## config.mk

```make
export PLATFORM = sky130hd
export DESIGN_NAME = ecb_fifo
export DESIGN_NICKNAME = d
export VERILOG_FILES = /design/src/rtl/edge_list_to_csr_builder_assert.svh /design/src/rtl/ecb_pkg.sv /design/src/rtl/ecb_fifo.sv
export SDC_FILE = /design/constraint.sdc
export NUM_CORES = 1
export LEC_CHECK = 0
export BUFFER_PORTS_ARGS = -buffer_cell sky130_fd_sc_hd__buf_4
export CORE_MARGIN = 3
export CORE_UTILIZATION = 52
export CTS_CLUSTER_SIZE = 24
export DETAILED_ROUTE_END_ITERATION = 8
export PLACE_DENSITY_LB_ADDON = 0.12
export SLEW_MARGIN = 20
export SYNTH_ARGS = -nofsm -noshare
export SYNTH_HDL_FRONTEND = slang
export SYNTH_SLANG_ARGS = --single-unit
```

## constraint.sdc

```tcl
create_clock -name clk_i -period 3 [get_ports clk_i]
set_input_delay 0.45 -clock clk_i [delete_from_list [all_inputs] [get_ports clk_i]]
set_output_delay 0.45 -clock clk_i [all_outputs]
set_load 0.01 [all_outputs]
```

## src/rtl/edge_list_to_csr_builder_assert.svh

```systemverilog
// Assertion macros shared by the edge list to CSR builder.
`ifndef EDGE_LIST_TO_CSR_BUILDER_ASSERT_SVH
`define EDGE_LIST_TO_CSR_BUILDER_ASSERT_SVH
`ifndef SYNTHESIS
`define ECB_ASSERT_IMP(lbl, clk, rstn, ante, cons) \
  lbl: assert property (@(posedge clk) disable iff (!rstn) (ante) |-> (cons)) \
    else $error("Assertion failed.");
`define ECB_ASSERT_NEXT(lbl, clk, rstn, ante, cons) \
  lbl: assert property (@(posedge clk) disable iff (!rstn) (ante) |=> (cons)) \
    else $error("Assertion failed.");
`else
`define ECB_ASSERT_IMP(lbl, clk, rstn, ante, cons)
`define ECB_ASSERT_NEXT(lbl, clk, rstn, ante, cons)
`endif
`endif

```

## src/rtl/ecb_pkg.sv

```systemverilog
// Shared types and constants of the edge list to CSR builder.
package ecb_pkg;

  localparam int DefMaxVertices = 1024;
  localparam int DefMaxEdges    = 4096;

  localparam int FuncW    = 2;
  localparam int IdW      = 32;
  localparam int IdxW     = 13;
  localparam int StatusW  = 3;
  localparam int ValueW   = 14;
  localparam int MaxDegW  = 13;
  localparam int TotalW   = 14;
  localparam int VcW      = 11;
  localparam logic [VcW-1:0] VcReset = 11'd1024;

  localparam int QueueDepth = 2;

  typedef enum logic [FuncW-1:0] {
    OP_ADD    = 2'd0,
    OP_FIN    = 2'd1,
    OP_RD_OFF = 2'd2,
    OP_RD_NB  = 2'd3
  } op_e;

  typedef enum logic [StatusW-1:0] {
    ST_OK    = 3'd0,
    ST_SELF  = 3'd1,
    ST_RANGE = 3'd2,
    ST_FULL  = 3'd3,
    ST_PHASE = 3'd4,
    ST_INDEX = 3'd5
  } status_e;

  typedef struct packed {
    op_e              op;
    status_e          status;
    logic [IdxW-1:0]  idx;
  } cmd_hdr_t;

endpackage

```

## src/rtl/ecb_fifo.sv

```systemverilog
// Short command queue between the front and the back of the builder.
module ecb_fifo #(
  parameter int W = 8
) (
  input  logic         clk_i,
  input  logic         rst_ni,
  input  logic         push_i,
  input  logic [W-1:0] push_data_i,
  input  logic         pop_i,
  output logic [W-1:0] head_o,
  output logic         full_o,
  output logic         empty_o
);
  import ecb_pkg::*;

  localparam int PtrW = (QueueDepth > 1) ? $clog2(QueueDepth) : 1;
  localparam int CntW = $clog2(QueueDepth + 1);

  logic [W-1:0]    slot_q [QueueDepth];
  logic [PtrW-1:0] wr_q, wr_d, rd_q, rd_d;
  logic [CntW-1:0] cnt_q, cnt_d;

  assign full_o  = (cnt_q == CntW'(QueueDepth));
  assign empty_o = (cnt_q == '0);
  assign head_o  = slot_q[rd_q];

  always_comb begin
    wr_d  = wr_q;
    rd_d  = rd_q;
    cnt_d = cnt_q;
    if (push_i) begin
      wr_d = (wr_q == PtrW'(QueueDepth - 1)) ? '0 : wr_q + 1'b1;
    end
    if (pop_i) begin
      rd_d = (rd_q == PtrW'(QueueDepth - 1)) ? '0 : rd_q + 1'b1;
    end
    if (push_i && !pop_i) begin
      cnt_d = cnt_q + 1'b1;
    end else if (pop_i && !push_i) begin
      cnt_d = cnt_q - 1'b1;
    end
  end

  always_ff @(posedge clk_i or negedge rst_ni) begin
    if (!rst_ni) begin
      wr_q  <= '0;
      rd_q  <= '0;
      cnt_q <= '0;
    end else begin
      wr_q  <= wr_d;
      rd_q  <= rd_d;
      cnt_q <= cnt_d;
    end
  end

  always_ff @(posedge clk_i) begin
    if (push_i) begin
      slot_q[wr_q] <= push_data_i;
    end
  end

endmodule

```

Word level (Yosys, flattened, before mapping)

Memory sizes are Yosys's and may differ from the RTL's.
Index checks and enable logic that the tools add are counted.

Register bits: 4
RAM bits: 16
Output and inout bits: 10
Word-level logic and storage cells: 21
Memories: 1

Memory list:

| name   | depth | bits a word | rd ports | clocked after memory_dff | wr ports | RTL line       | RTL |
|---|---|---|---|---|---|---|---|
| slot_q | 2     | 8           | 1        | 0                        | 1        | ecb_fifo.sv:19 | `logic [W-1:0] slot_q [QueueDepth];` |

Add/sub/neg operators: 4
Equal/unequal tests: 1
Multiplexer cells: 6
Reduce and logical (&&, ||, !) cells: 6

Operator list:

| kind                                              | number |
|---|---|
| two-way mux 1 bit                                 | 4 |
| two-way mux 2 bit                                 | 2 |
| adder 1 bit (second input constant)               | 2 |
| adder 2 x 1 -> 2 bit (second input constant)      | 1 |
| == test 2 bit (second input constant)             | 1 |
| logical AND 1 bit                                 | 2 |
| zero test 1 bit                                   | 2 |
| zero test 2 bit                                   | 1 |
| nonzero test 2 bit                                | 1 |
| subtractor 2 x 1 -> 2 bit (second input constant) | 1 |

Longest topological paths before layout

Depth after elaboration: 4
Depth in mapped cells: 5
Gate-level depth less buffers: 5

Worst setup path after synthesis

Ideal clock, no wire load.

Path type: reg2out
Start point: reg rd_q
End point: out head_o[0]
Data arrival time: 0.801 ns
Path slack: 1.749 ns
Cell stages (with the launch flop): 3
Path buffers: 1
Cells stage by stage: dfrtp_1 buf_6 mux2_2

Longest elaborated chain between the ends: 1

RTL lines:

| element                 | RTL line       | RTL |
|---|---|---|
| start, declared         | ecb_fifo.sv:20 | `logic [PtrW-1:0] wr_q, wr_d, rd_q, rd_d;` |
| start signal, assigned  | ecb_fifo.sv:51 | `rd_q <= rd_d;` |
| memory read (2 x 8 bit) | --             |  |
| end, declared           | ecb_fifo.sv:10 | `output logic [W-1:0] head_o,` |

Every way passes these cells.

Final worst setup path

Start point: reg rd_q
End point: out head_o[5]

Same word-level chain as after synthesis.

==> results.py <==
metrics = {
    "critical_path": {
        "crit_required_ps": 2550,
        "crit_chain": "mux2_2 -> buf_4",
        "worst_ep_arrival_time_ps": 1410,
        "startpoint": "rd_q",
        "reg2reg_from": "wr_q",
        "slowest_delay_ps": 590,
        "cp-end-kind": "output port",
        "r2r_cells": 1,
        "cp-start-kind": "flip-flop",
        "reg2reg_to": "slot_q[0][4]",
        "worst-r2r-setup-slack_ps": 1650,
        "cp_slowest_cell": "dfrtp_1",
        "path_max_fanout": 9,
        "setup.worst_path.class": "flip-flop to output port",
        "crit_end": "head_o[5]",
    },
    "route": {
        "drt_iter0_drc": 2,
        "vias": 412,
        "drtAntennaViolNets": 0,
        "drt_first_pass_iters": 4,
        "routedWlPerCell_um": 14.6,
        "viasPerCell": 5.09,
        "wirelength_um": 1180,
        "drc": 0,
    },
    "timing": {
        "post-route-period-util": 0.621,
        "slew_violations": 0,
        "fin_skew_ps": 2.19,
        "setup-tns-final_ps": 0,
        "setup_viol": 0,
        "layout_min_cycle_time_ps": 1860,
        "final_hold_viol_count": 0,
        "worstMarginPinSlew_ps": 717,
        "max_freq_ghz": 0.537,
        "max_slew_margin": 0.521,
        "rsz0062_at_grt": "no",
    },
    "clocking": {
        "cts_root_buf": "clkbuf_4",
        "tritoncts": "built",
        "cts_sinks": 20,
        "path_clk_slew_ps": 100,
        "numCtsBuffers": 3,
        "cts_resized": 0,
        "worstSkewPairLatency_ps": 290,
        "cts_htree_levels": 1,
        "cts_max_path_buffers": 2,
    },
    "power": {
        "p_sw_w": 0.000239,
        "vdd_drop_max_mv": 0.442,
        "power_density_nw_per_um2": 863,
        "seq_power_share": 0.509,
        "p_leak_nw": 0.403,
        "internal_power_w": 0.000608,
        "clkPwrFrac": 0.178,
        "power_frac_comb": 0.313,
        "switching_share": 0.282,
        "finalPower_w": 0.000847,
    },
    "grt": {
        "grt_max_degree": 12,
        "grt_antenna_before_repair": 0,
        "gr-usage-all-layers": 0.139,
        "grt_first_pass_wirelength_um": 1900,
        "grt_pass1_vias": 413,
        "gr-total-overflow": 0,
    },
    "synth": {
        "synthMostInstantiatedCell": "edfxtp_1",
        "synth-edff-count": 16,
        "synthArstFlopShare": 0.200,
        "synth_nets": 54,
        "synthFlopType": "edfxtp_1",
        "yosysWarnings": 0,
        "syn_area_um2": 771,
        "synthCells": 41,
        "synth_common_cells": "edfxtp_1, mux2_2, dfrtp_1, xor2_1, nor2_1",
        "ys_types": 12,
        "syn_avg_cell_area_um2": 18.8,
        "ys_seq_area_frac": 0.753,
        "synth_top_area_cell": "edfxtp_1",
        "synth_top_area_share": 0.623,
        "synth_seq_cells": 20,
        "synth_area_leaders": "edfxtp_1, dfrtp_1, mux2_2, xor2_1, ha_1",
    },
    "die": {
        "std_cell_rows": 13,
        "core_area_um2": 1350,
        "die_w_um": 44.5,
        "io_pins": 22,
        "dieArea_um2": 1980,
        "die_h_um": 44.5,
        "start_util": 0.571,
    },
    "worst_hold_path": {
        "hp-start": "pop_i",
        "holdCritPathClass": "primary input to flip-flop",
    },
    "cells_and_area": {
        "layout.nets": 80,
        "drive_gt1_frac": 0.515,
        "ff_latch_area_um2": 581,
        "diodes": 0,
        "multi_input_comb_area_um2": 175,
        "nFillCells": 83,
        "area_growth_pct": 27.4,
    },
    "placement": {
        "place.detailed.hpwl_um": 867,
        "place_congestion": 0.603,
        "port_buffers": 21,
    },
    "job": {
        "drv_cap": 0,
    },
    "outcome": {
        "status": "finished, final reports clean",
    },
}
-- cell usage in the layout, fill, tap and decap left out --
cell type and n:
buf_4 21, edfxtp_1 16, mux2_2 8, xor2_1 4
dfrtp_1 4, clkbuf_4 3, nor2_1 2, inv_1 1
and2b_2 1, and2_1 1, nor2b_1 1, xnor2_1 1
ha_1 1, clkbuf_8 1, dlygate4sd3_1 1
-- kinds of logic after synthesis --
group | after synthesis | share of synthesized area
buffers and inverters | 2 | 0.0195
adder cells (fa/ha/maj) | 1 | 0.0162
multiplexers | 8 | 0.117
AND/OR/NAND/NOR | 5 | 0.0374
flip-flops | 20 | 0.753
XOR/XNOR | 5 | 0.0568
-- worst max-delay path: cells and delay by family (launching register included) --
| family | cells | cell delay (ps) |
|---|---|---|
| flip-flops | 1 | 590 |
| multiplexers | 1 | 390 |
| buffers and inverters | 1 | 150 |
-- registers in the layout, indices dropped and copies added, names as in the netlist --
signal / count
rd_q: 1
slot_q: 16
cnt_q: 2
wr_q: 1
-- metrics by stage --
| stage | worst slack, ps | hold WS [ps] | instances | util | cell area, um^2 |
|---|---|---|---|---|---|
| 2_1_floorplan | 1750 | 154 | 41 | - | 771 |
| 3_3_place_gp | 1480 | 247 | 76 | 0.693 | 936 |
| 3_5_place_dp | 1460 | 248 | 76 | 0.693 | 936 |
| 4_1_cts | 1120 | 328 | 81 | 0.728 | 982 |
| 5_1_grt | 1080 | 318 | 81 | 0.728 | 982 |
| 6_report | 1140 | 333 | 81 | 0.728 | 982 |
-- cell type report --
type	count	share of cell area
well taps	15	0.0191
multi-input cells	19	0.178
inverters	1	0.00382
repair buffers	22	0.171
clock buffers	4	0.0369
flip-flops and latches	20	0.591
-- metal layers --
layer / wire (um) / track usage
met5: 0 / 0
met4: 0 / 0.0542
met3: 79 / 0.0366
met2: 650 / 0.252
met1: 451 / 0.152
-- worst min path at each step --
stage | to | slack [ps] | depth (start not counted)
global route | rd_q | 320 | 2
global placement | cnt_q[1] | 250 | 1
finish | rd_q | 330 | 2
CTS | rd_q | 330 | 2
floorplan | cnt_q[0] | 150 | 0
detailed placement | cnt_q[0] | 250 | 1
-- timing repair --
action,in CTS,in global routing
hold buffers,1,0
endpoints found under the hold margin,4,0
setup buffers,0,0
-- power groups by stage --
stage	clock network (W)	registers [W]	logic, W
floorplan	0	0.000408	0.000182
global placement	0	0.000435	0.000261
detailed placement	0	0.000437	0.000267
CTS	0.000152	0.000432	0.000270
global route	0.000165	0.000439	0.000287
finish	0.000151	0.000431	0.000265
Power figures use the tool's default switching activity.
