File: src/rtl/edge_list_to_csr_builder_assert.svh
// Assertion macros shared by the edge list to CSR builder.
`ifndef EDGE_LIST_TO_CSR_BUILDER_ASSERT_SVH
`define EDGE_LIST_TO_CSR_BUILDER_ASSERT_SVH
`ifndef SYNTHESIS
`define ECB_ASSERT_IMP(lbl, clk, rstn, ante, cons) \
  lbl: assert property (@(posedge clk) disable iff (!rstn) (ante) |-> (cons)) \
    else $error("Assertion failed.");
`define ECB_ASSERT_NEXT(lbl, clk, rstn, ante, cons) \
  lbl: assert property (@(posedge clk) disable iff (!rstn) (ante) |=> (cons)) \
    else $error("Assertion failed.");
`else
`define ECB_ASSERT_IMP(lbl, clk, rstn, ante, cons)
`define ECB_ASSERT_NEXT(lbl, clk, rstn, ante, cons)
`endif
`endif

File: src/rtl/ecb_pkg.sv
// Shared types and constants of the edge list to CSR builder.
package ecb_pkg;

  localparam int DefMaxVertices = 1024;
  localparam int DefMaxEdges    = 4096;

  localparam int FuncW    = 2;
  localparam int IdW      = 32;
  localparam int IdxW     = 13;
  localparam int StatusW  = 3;
  localparam int ValueW   = 14;
  localparam int MaxDegW  = 13;
  localparam int TotalW   = 14;
  localparam int VcW      = 11;
  localparam logic [VcW-1:0] VcReset = 11'd1024;

  localparam int QueueDepth = 2;

  typedef enum logic [FuncW-1:0] {
    OP_ADD    = 2'd0,
    OP_FIN    = 2'd1,
    OP_RD_OFF = 2'd2,
    OP_RD_NB  = 2'd3
  } op_e;

  typedef enum logic [StatusW-1:0] {
    ST_OK    = 3'd0,
    ST_SELF  = 3'd1,
    ST_RANGE = 3'd2,
    ST_FULL  = 3'd3,
    ST_PHASE = 3'd4,
    ST_INDEX = 3'd5
  } status_e;

  typedef struct packed {
    op_e              op;
    status_e          status;
    logic [IdxW-1:0]  idx;
  } cmd_hdr_t;

endpackage

File: src/rtl/ecb_front.sv
// Front end: accepts input words, checks phase, range, self-loops, capacity and read indices, queues commands.
module ecb_front #(
  parameter int MAX_VERTICES = 1024,
  parameter int MAX_EDGES    = 4096
) (
  input  logic                         clk_i,
  input  logic                         rst_ni,
  input  logic                         in_valid_i,
  output logic                         in_stall_o,
  input  logic [ecb_pkg::FuncW-1:0]    func_i,
  input  logic [ecb_pkg::IdW-1:0]      edge_source_i,
  input  logic [ecb_pkg::IdW-1:0]      edge_target_i,
  input  logic [ecb_pkg::IdxW-1:0]     read_index_i,
  input  logic [ecb_pkg::VcW-1:0]      vertex_count_i,
  input  logic                         clearing_i,
  input  logic                         q_full_i,
  output logic                         q_push_o,
  output ecb_pkg::cmd_hdr_t            q_hdr_o,
  output logic [$clog2(MAX_VERTICES)-1:0] q_src_o,
  output logic [$clog2(MAX_VERTICES)-1:0] q_dst_o
);
  import ecb_pkg::*;

  localparam int VW  = $clog2(MAX_VERTICES);
  localparam int ECW = $clog2(MAX_EDGES + 1);

  logic            done_q, done_d;
  logic [ECW-1:0]  kept_q, kept_d;
  logic [31:0]     nv;
  logic            accept;
  op_e             op;
  status_e         st;

  assign in_stall_o = q_full_i || clearing_i;
  assign accept     = in_valid_i && !in_stall_o;
  assign op         = op_e'(func_i);
  assign nv = (32'(vertex_count_i) > 32'(MAX_VERTICES)) ? 32'(MAX_VERTICES)
                                                        : 32'(vertex_count_i);

  always_comb begin
    st = ST_OK;
    unique case (op)
      OP_ADD: begin
        if (done_q) begin
          st = ST_PHASE;
        end else if (edge_source_i >= nv || edge_target_i >= nv) begin
          st = ST_RANGE;
        end else if (edge_source_i == edge_target_i) begin
          st = ST_SELF;
        end else if (kept_q == ECW'(MAX_EDGES)) begin
          st = ST_FULL;
        end
      end
      OP_FIN: begin
        if (done_q) begin
          st = ST_PHASE;
        end
      end
      OP_RD_OFF: begin
        if (!done_q) begin
          st = ST_PHASE;
        end else if (32'(read_index_i) > nv) begin
          st = ST_INDEX;
        end
      end
      OP_RD_NB: begin
        if (!done_q) begin
          st = ST_PHASE;
        end else if (32'(read_index_i) >= (32'(kept_q) << 1)) begin
          st = ST_INDEX;
        end
      end
      default: st = ST_PHASE;
    endcase
  end

  always_comb begin
    done_d = done_q;
    kept_d = kept_q;
    if (accept && st == ST_OK) begin
      if (op == OP_ADD) begin
        kept_d = kept_q + 1'b1;
      end
      if (op == OP_FIN) begin
        done_d = 1'b1;
      end
    end
  end

  always_ff @(posedge clk_i or negedge rst_ni) begin
    if (!rst_ni) begin
      done_q <= 1'b0;
      kept_q <= '0;
    end else begin
      done_q <= done_d;
      kept_q <= kept_d;
    end
  end

  assign q_push_o       = accept;
  assign q_hdr_o.op     = op;
  assign q_hdr_o.status = st;
  assign q_hdr_o.idx    = read_index_i;
  assign q_src_o        = VW'(edge_source_i);
  assign q_dst_o        = VW'(edge_target_i);

endmodule

File: config.mk
export PLATFORM = sky130hd
export DESIGN_NAME = ecb_front
export DESIGN_NICKNAME = d
export VERILOG_FILES = /design/src/rtl/edge_list_to_csr_builder_assert.svh /design/src/rtl/ecb_pkg.sv /design/src/rtl/ecb_front.sv
export SDC_FILE = /design/constraint.sdc
export NUM_CORES = 1
export LEC_CHECK = 0
export ABC_CLOCK_PERIOD_IN_PS = 2100
export BUFFER_PORTS_ARGS = -buffer_cell sky130_fd_sc_hd__buf_2
export CORE_MARGIN = 3
export CORE_UTILIZATION = 45
export CTS_BUF_LIST = sky130_fd_sc_hd__clkbuf_16
export CTS_CLUSTER_DIAMETER = 30
export DETAILED_ROUTE_END_ITERATION = 8
export GPL_TIMING_DRIVEN = 0
export HOLD_SLACK_MARGIN = 0.02
export PLACE_DENSITY_LB_ADDON = 0.25
export SETUP_SLACK_MARGIN = 0.1
export SYNTH_ARGS = -nofsm -noshare
export SYNTH_HDL_FRONTEND = slang
export SYNTH_SLANG_ARGS = --single-unit
File: constraint.sdc
create_clock -name clk_i -period 2.1 [get_ports clk_i]
set_input_delay 0.105 -clock clk_i [delete_from_list [all_inputs] [get_ports clk_i]]
set_output_delay 0.105 -clock clk_i [all_outputs]
set_load 0.02 [all_outputs]
; ---- Word level (Yosys, flattened, before mapping)
; Index checks and enable logic that the tools add are counted.
[totals]
inputBits = 95
latch_bits = 0
ram_bits = 0
romBits = 0
regBits = 14
mem_count = 0
elab_cells = 33
output_inout_bits = 40
[op_classes]
bitwise = 0
div = 0
add_sub_neg = 1
order_cmp = 5
n_reduce_logical = 9
multipliers = 0
shifts = 0
eq_ne = 5
n_mux = 11
[ops]
columns = op, count
row1 = 32-bit by 11-bit >= comparator with 1-bit output, 2
row2 = 32-bit == test, 1
row3 = 3-bit 2-to-1 mux, 6
row4 = 13-bit by 14-bit >= comparator with 1-bit output, 1
row5 = "13-bit by 1-bit adder with 13-bit output, second input constant", 1
row6 = "13-bit == test, second input constant", 1
row7 = 13-bit by 11-bit greater-than comparator with 1-bit output, 1
row8 = 3-bit case mux with 4 select lines, 1
row9 = "11-bit greater-than comparator, second input constant", 1
row10 = 11-bit 2-to-1 mux, 1
row11 = 2-bit 2-to-1 mux, 3
row12 = "2-bit == test, second input constant", 2
row13 = 2-bit AND reduction, 2
row14 = 3-bit logical NOT, 1
row15 = "2-bit by 1-bit == test with 1-bit output, second input constant", 1
row16 = 1-bit logical AND, 2
row17 = 2-bit logical NOT, 1
row18 = 1-bit logical OR, 2
row19 = 1-bit logical NOT, 1

; ---- Depth between registers and ports, before layout
; Gate-level depths: netlist of run 1.
[depth]
word_depth = 10
mapped_depth = 11
depth_no_buf = 10

; ---- Least setup slack after synthesis of run 1
; Ideal clock, no wire load.
[synth_path]
path_kind = input to register
from = input vertex_count_i[10] (netlist name)
to = register kept_q[2]
setup_ns = 0.125
required_ns = 1.975
stages = 11
path_buffers = 1
t_arrival_ns = 2.224
slack_ns = -0.250
cell_sequence = clkinv_1 > nand2_1 > ha_1 > a211o_1 > a31oi_1 > nor3_1 > o311a_4 > nor4_4 > buf_6 > nand2_1 > xnor2_1
[synth_between]
elab_chain_cells = 10
word_cells_on_any_way = 14
[synth_rtl]
columns = element, line_no
row1 = start: declaration, ecb_front.sv:14  ; input logic [ecb_pkg::VcW-1:0] vertex_count_i,
row2 = 11-bit greater-than comparator, ecb_front.sv:37  ; assign nv = (32'(vertex_count_i) > 32'(MAX_VERTICES)) ? 32'(MAX_VERTICES)
row3 = 11-bit 2-to-1 mux *, ecb_front.sv:37
row4 = 32-bit by 11-bit >= comparator with 1-bit output, ecb_front.sv:46  ; end else if (edge_source_i >= nv || edge_target_i >= nv) begin
row5 = 1-bit logical OR, ecb_front.sv:46
row6 = 2-bit 2-to-1 mux, ecb_front.sv:46
row7 = 3-bit 2-to-1 mux, ecb_front.sv:44  ; if (done_q) begin
row8 = 3-bit case mux with 4 select lines *, ecb_front.sv:42  ; unique case (op)
row9 = 3-bit logical NOT *, ecb_front.sv:80  ; if (accept && st == ST_OK) begin
row10 = 1-bit logical AND *, ecb_front.sv:80
row11 = 2-bit AND reduction (no line) *, n/a
row12 = end signal: assignment, ecb_front.sv:96  ; kept_q <= kept_d;
row13 = end: declaration, ecb_front.sv:28  ; logic [ECW-1:0] kept_q, kept_d;
; Mark *: on every way between the ends. The rest lies on a longest branch, timed or not.
; A chain may end at the register's enable or synchronous reset.

; ---- Final worst setup path of run 1
[layout_path]
from = input vertex_count_i[10] (netlist name)
to = register kept_q[10]
; Same word-level chain as after synthesis.

==> reports/results.ini, run 1 <==
[clock_tree]
cts_tree = yes
numCtsBuffers = 3
h-tree-depth = 1
clk_pin_slew_worst_paths_ns = 0.04
clockRootBuffer = clkbuf_16
cts_max_path_buffers = 2
cts.sinks = 14
clk_latency_ns = 0.24

[power]
ir_worst_vdd_mv = 0.212
total_leakage_power_nw = 1.98
power.density_nw_per_um2 = 319

[timing]
skew_ns = 0.00252
clock.fmax_mhz = 467
relSlewSlack_pct = 76.3
worst_slack_ns = -0.0415
min_period_ns = 2.14
rsz0062_at_grt = yes
finalSetupTns_ns = -0.101
report.final.slew_viol_count = 0
setup_viol = 6
worst_pin_slew_ns = 0.353
fin_crit_sh_pct = 102
hold_viol = 0

[logic_synthesis]
yosys.area.top_type = ha_1
synth_nets = 451
seq_area_frac_synth_pct = 13.7
ys.flop_type = dfrtp_1
syn_area_um2 = 2550
synth_compound_area_share_pct = 11.5
synth_cells = 309
synth_fa_ha_area_share_pct = 23.0
yosysWarnings = 0
yosys.area_share.simple_pct = 22.2
synth.area.mux_share_pct = 0
ys_ff_latch = 14
synthTopCellsByArea = ha_1, dfrtp_1, xor2_1, buf_4, nor4_1
synth.avg_cell_area_um2 = 8.26
yosys.area_share.xor_xnor_pct = 15.4
synth.distinct_cells = 38
synthArstFlopShare_pct = 100
synth_top_area_share_pct = 23.0
synth_edf_count = 0
synth_top_family_by_area = adder cells

[setup_path]
ff2ff_path_depth = 11
cpPeakStageDelay_ns = 0.38
slowest_stage = o311a_4
crit_arrival_ns = 2.27
r2r-end = kept_q[10]
path_cells = buf_12 > clkinv_16 > nand2_1 > ha_1 > a211oi_2 > nor2_1 > o311a_4 > nor4_4 > buf_6 > buf_6 > nand4_1 > xnor2_1
crit_type = primary input to flop
r2r_setup_slack_ns = 0.02
critical_path_buf_inv_count = 4
required_ns = 2.23
crit_path_start_kind = primary input
reg2reg_from = kept_q[0]
cpLargestDelayFamily = compound AO/OA/AOI/OAI gates
end_kind = flop
critical_path.max_fanout = 6
crit_top_cell = buf_6

[hold_path]
hp-start = func_i[0]
hold-path-cell-count = 2
hp-class = primary input to flop
min_delay_worst_endpoint = done_q

[floorplanning]
dieArea_um2 = 6610
fp.dieH_um = 81.3
initial_utilization_pct = 48.2
num_rows = 26
pin_count = 135
fp.dieW_um = 81.3
core_um2 = 5300

[route]
drt-initial-drc-count = 128
routedWlPerCell_um = 15.9
ant_nets = 0
drt_pass1_iterations = 4
vias = 2877
routed_wl_um = 8530
viasPerCell = 5.38
drc_errors = 0

[final_layout]
mostFrequentLayoutCell = buf_2
postLayoutCellArea_um2 = 3970
fin_nets = 609
drive_above_1_share_pct = 54.0
final_core_utilization_pct = 74.8
area_growth_pct = 55.4
diodes = 0
final_cell_mix = buf_2, buf_4, ha_1, xor2_1, nor4_1
fillers = 397

[global_routing]
grtUsageMet2_pct = 43.1
grt_start_max_net_pins = 15
use_met1_pct = 31.1
top_usage_layer = met2
grt_pass1_vias = 2811
use_met3_pct = 4.66
grt_usage_pct = 24.5
grt_pass1_wl_um = 12800
overflow = 0
antenna_found_initial = 0

[status]
status = finished with violations
violations = negative setup slack

[placed_design]
dpl-instance-area_um2 = 3370
dp_hpwl_um = 6370
io_buffers = 134
place.gp.congestion = 0.919

[run]
maxCapViolations = 0

-- synth_stat cells (2+ instances only) --
master    number
ha_1          47
buf_4         35
xor2_1        32
nand2_1       24
inv_1         22
nor4_1        21
nand4_1       15
dfrtp_1       14
xnor2_1       13
a21oi_1        9
nor2_1         9
nor3_1         9
a21o_1         8
o21ai_0        8
nand3_1        5
a211oi_1       4
a211o_1        3
and3_1         3
nand2b_1       3
a31o_2         2
a31oi_1        2
nand3b_1       2
nor2b_1        2
o211ai_1       2
or2_2          2
-- cell families after synthesis --
kind of cell | Yosys count
AO/OA/AOI/OAI | 42
XOR/XNOR | 45
adder cells (fa/ha/maj) | 47
buffers and inverters | 59
flip-flops | 14
AND/OR/NAND/NOR | 102
-- state kept, by name, indices dropped and copies added, names as in the netlist --
| register | count |
|---|---|
| done_q | 1 |
| kept_q | 13 |
-- what timing repair did --
action | CTS | global route
buffers inserted | 12 | 4
hold buffers | 1 | 0
cloned | 2 | 0
setup endpoints to repair | 16 | 16
pin swaps | 12 | 19
endpoints found under the hold margin | 14 | 0
resized for setup | 39 | 37
-- how the worst max path moves through the flow --
| stage | cells after the start | from | slack (ns) | to |
|---|---|---|---|---|
| after CTS | 10 | kept_q[6] | -0.03 | q_hdr_o[13] |
| after global placement | 12 | vertex_count_i[10] | -0.49 | kept_q[8] |
| after global routing | 10 | kept_q[6] | -0.18 | q_hdr_o[13] |
| after floorplan | 11 | vertex_count_i[10] | 0.1 | kept_q[2] |
| final | 12 | vertex_count_i[10] | -0.04 | kept_q[10] |
| after detailed placement | 12 | vertex_count_i[10] | -0.51 | kept_q[2] |
-- through the flow --
step                worst slack [ns]  power [W]  instances  hold WS [ns]
floorplan                     0.0996   0.000594        309        -0.191
CTS                          -0.0276    0.00121        531         0.195
global route                  -0.185    0.00135        535         0.226
global placement              -0.485   0.000816        513        0.0171
finish                       -0.0415    0.00127        535         0.229
detailed placement            -0.510   0.000827        513        0.0165
-- worst reg2reg max path: stages (launching register included) --
cell	delay (ns)
dfrtp_2	0.39
inv_2	0.06
ha_1	0.21
nor4bb_2	0.17
and3_1	0.18
inv_1	0.08
o211ai_1	0.14
nor4_4	0.17
buf_6	0.18
buf_6	0.11
nand4_1	0.11
xnor2_1	0.16
-- layer usage --
metal / vias to the layer above / share of wire (%)
li1: 1398 / -
met3: 11 / 8.3
met5: - / 0
met4: 0 / 0.86
met2: 130 / 50
met1: 1338 / 41
-- report_power, final --
part           switching, W  leakage (nW)  internal, W  total, W
Sequential       0.00000364         0.178     0.000274  0.000278
Clock              0.000101        0.0370     0.000248  0.000349
Combinational      0.000338          1.77     0.000301  0.000639
-- cell type report --
| type | count | area (um^2) | area share [%] |
|---|---|---|---|
| multi-input cells | 236 | 2170 | 54.8 |
| repair buffers | 152 | 870 | 21.9 |
| flip-flops and latches | 14 | 354 | 8.92 |
| plain buffers | 36 | 278 | 7.00 |
| inverters | 23 | 113 | 2.84 |
| well taps | 70 | 87.6 | 2.21 |
| clock buffers | 3 | 75.1 | 1.89 |
| repair inverters | 1 | 16.3 | 0.410 |
(Power assumes the default switching activity.)
==> run 2, diff against run 1 <==
- ABC_AREA: not set -> 1
- GPL_TIMING_DRIVEN: 0 -> not set
==> run 2 against run 1 <==
The flow still finishes with violations (negative setup slack). Power is 13% higher. Worst hold slack worse by 0.053 ns. Via count is 32% higher. Register-to-register slack worse by 0.18 ns. Clock-buffer cell count stayed put. Final cell count is 47% higher. Critical path depth is 4 higher. Sequential share of layout area is 1.4 points lower. Clock skew is 0.0028 ns higher. Cell area is 17% higher. Die area is 25% higher. Critical path type is now primary input to primary output. Largest power group unchanged.
==> reports/results.ini, run 2 <==
[logic_synthesis]
synthTopCellsByArea = nand2_1, ha_1, dfrtp_1, inv_1, buf_4
ys.flop_type = dfrtp_1
synth_cells = 545  ; +76%
synth.distinct_cells = 31  ; -18%
synth.most_common_cell = nand2_1
ys_ff_latch = 14  ; unchanged
synthArstFlopShare_pct = 100  ; unchanged
synth_top_area_share_pct = 21.4  ; -1.7 points
synth_edf_count = 0  ; unchanged
synth.avg_cell_area_um2 = 5.96  ; -28%
synth_nets = 687  ; +52%
yosysWarnings = 0  ; unchanged
syn_area_um2 = 3250  ; +27%
yosys.area.top_type = nand2_1
ys_top_cells_by_count = nand2_1, inv_1, nor2_1
seq_area_frac_synth_pct = 10.8  ; -2.9 points

[global_routing]
grt_pass1_wl_um = 16400  ; +28%
grt_start_max_net_pins = 16  ; +1
grt_usage_pct = 23.6  ; -0.94 points
grt_pass1_vias = 3607  ; +28%
overflow = 0  ; unchanged
antenna_found_initial = 0  ; unchanged

[floorplanning]
core_um2 = 6910  ; +30%
dieArea_um2 = 8280  ; +25%
pin_count = 135  ; unchanged
fp.dieH_um = 91.0  ; +12%
num_rows = 30  ; +15%
initial_utilization_pct = 47.0  ; -1.1 points
fp.dieW_um = 91.0  ; +12%

[hold_path]
hold-path-cell-count = 3  ; +1
min_delay_worst_endpoint = done_q
hp-class = primary input to flop
hp-start = func_i[0]

[placed_design]
dpl-instance-area_um2 = 4290  ; +27%
io_buffers = 134  ; unchanged
dp_hpwl_um = 8570  ; +35%
place.gp.congestion = 0.931  ; +1.3%

[final_layout]
regMostFlops = kept_q
mostFrequentLayoutCell = nand2_1
diodes = 0  ; unchanged
seq_area_um2 = 350  ; -1.1%
multiInputGateArea_um2 = 2720  ; +25%
postLayoutCellArea_um2 = 4650  ; +17%
fillers = 640  ; +61%
largest_reg_flops = 13  ; unchanged
fin_nets = 831  ; +36%
area_growth_pct = 43.1
drive_above_1_share_pct = 35.3  ; -19 points
top_regs = kept_q: 13 flops, done_q: 1 flops
final_cell_mix = nand2_1, buf_2, inv_1, nor2_1, buf_4

[clock_tree]
clk_pin_slew_worst_paths_ns = 0.05  ; about the same
cts_tree = yes
cts_max_path_buffers = 2  ; unchanged
clockRootBuffer = clkbuf_16
h-tree-depth = 1  ; unchanged
numCtsBuffers = 3  ; unchanged
cts.sinks = 14  ; unchanged
clk_latency_ns = 0.25  ; about the same

[timing]
hold_viol = 0  ; unchanged
min_period_ns = 2.38  ; +0.242 ns
setup_viol = 17  ; +11
report.final.slew_viol_count = 0  ; unchanged
fin_crit_sh_pct = 114  ; +12 points
clock.fmax_mhz = 420  ; -10%
worst_slack_ns = -0.284  ; -0.242 ns
skew_ns = 0.00532  ; +0.00280 ns
finalSetupTns_ns = -3.96  ; -3.86 ns
worst_pin_slew_ns = 0.387  ; +0.0348 ns
relSlewSlack_pct = 73.9  ; -2.3 points
rsz0062_at_grt = yes

[status]
violations = negative setup slack
status = finished with violations

[route]
vias = 3812  ; +32%
routedWlPerCell_um = 13.3  ; -16%
routed_wl_um = 10400  ; +22%
ant_nets = 0  ; unchanged
viasPerCell = 4.86  ; -9.6%
drt_pass1_iterations = 4  ; unchanged
drt-initial-drc-count = 207  ; +62%
drc_errors = 0  ; unchanged

[setup_path]
ff2ff_path_depth = 14  ; +3
crit_path_start_kind = primary input
end_kind = primary output
crit_arrival_ns = 2.28  ; about the same
r2r-end = kept_q[2]
reg2reg_from = kept_q[2]
crit_type = primary input to primary output
r2r_setup_slack_ns = -0.16  ; -0.18 ns
required_ns = 2.00  ; -0.23 ns
critical_path.max_fanout = 8  ; +2

[run]
maxCapViolations = 0  ; unchanged

[power]
power.density_nw_per_um2 = 308  ; -3.4%
total_leakage_power_nw = 2.51  ; +26%
ir_worst_vdd_mv = 0.234  ; +10%

-- run 2: cell count changes in the layout (fill, tap and decap cells not counted), moves of 12 or more --
cell	before	now
nand2_1	9	163
xor2_1	32	11
nand3_1	5	17
inv_1	19	79
nor4_1	20	4
nor2_1	9	52
-- run 2: timing repair --
item / in CTS / in global routing
pin swaps: 7 / 32
hold endpoints to repair: 14 / 0
buffers inserted: 0 / 1
gates resized for setup: 16 / 38
endpoints found under the setup margin: 17 / 17
cloned: 2 / 0
hold buffers: 1 / 0
-- run 2: layout make-up --
class                      instances  area share (%)
tap                               96            2.58
clock buffer                       3            1.61
multi-input combinational        409            58.5
timing repair buffer             177            22.6
sequential                        14            7.53
inverter                          84            7.05
clock inverter                     1          0.0807
-- run 2: stage by stage --
step / hold WS (ns) / setup slack, ns / power [W] / utilization [%] / std cells
finish: 0.176 / -0.284 / 0.00143 / 67.3 / 784
global route: 0.196 / -0.404 / 0.00154 / 67.3 / 784
CTS: 0.180 / -0.211 / 0.00138 / 64.8 / 783
detailed placement: 0.0202 / -0.449 / 0.000999 / 62.2 / 776
global placement: 0.00934 / -0.380 / 0.000982 / 62.2 / 776
floorplan: -0.191 / -0.114 / 0.000726 / - / 545
-- run 2: worst max-delay path, stage by stage --
cell	delay, ns
buf_8	0.10
nor4_4	0.32
a21oi_4	0.13
clkinv_8	0.14
nand2_2	0.11
ha_1	0.34
nand2_1	0.11
o21ai_0	0.19
o21ai_1	0.08
nand2_1	0.11
nand2_2	0.09
nand2_2	0.08
nand2_2	0.06
o21ai_4	0.09
buf_6	0.12
buf_6	0.10
-- run 2: cells by family after synthesis --
logic type	share of synthesized area [%]
AND/OR/NAND/NOR	41.4
buffers and inverters	18.8
adder cells (fa/ha/maj)	18.1
XOR/XNOR	7.28
AO/OA/AOI/OAI	3.74
flip-flops	10.8
-- run 2: power breakdown --
group / total (W) / switching (W) / internal, W
sequential: 0.000286 / 0.0000100 / 0.000276
clock: 0.000369 / 0.000116 / 0.000252
combinational: 0.000779 / 0.000441 / 0.000338
total: 0.00143 / 0.000568 / 0.000866
-- run 2: worst max-delay path by stage --
| stage | end | cells past startpoint | startpoint |
|---|---|---|---|
| after floorplan | kept_q[3] | 16 | vertex_count_i[6] |
| after global placement | kept_q[5] | 16 | vertex_count_i[6] |
| after detailed placement | kept_q[2] | 16 | vertex_count_i[6] |
| after CTS | q_hdr_o[13] | 15 | vertex_count_i[6] |
| after global routing | q_hdr_o[13] | 16 | vertex_count_i[7] |
| final | q_hdr_o[13] | 16 | vertex_count_i[7] |
-- run 2: layer usage --
metal	track usage [%]	routed length, um
met1	32.2	4500
met2	38.6	4820
met3	5.63	1010
met4	3.39	99
met5	0	0
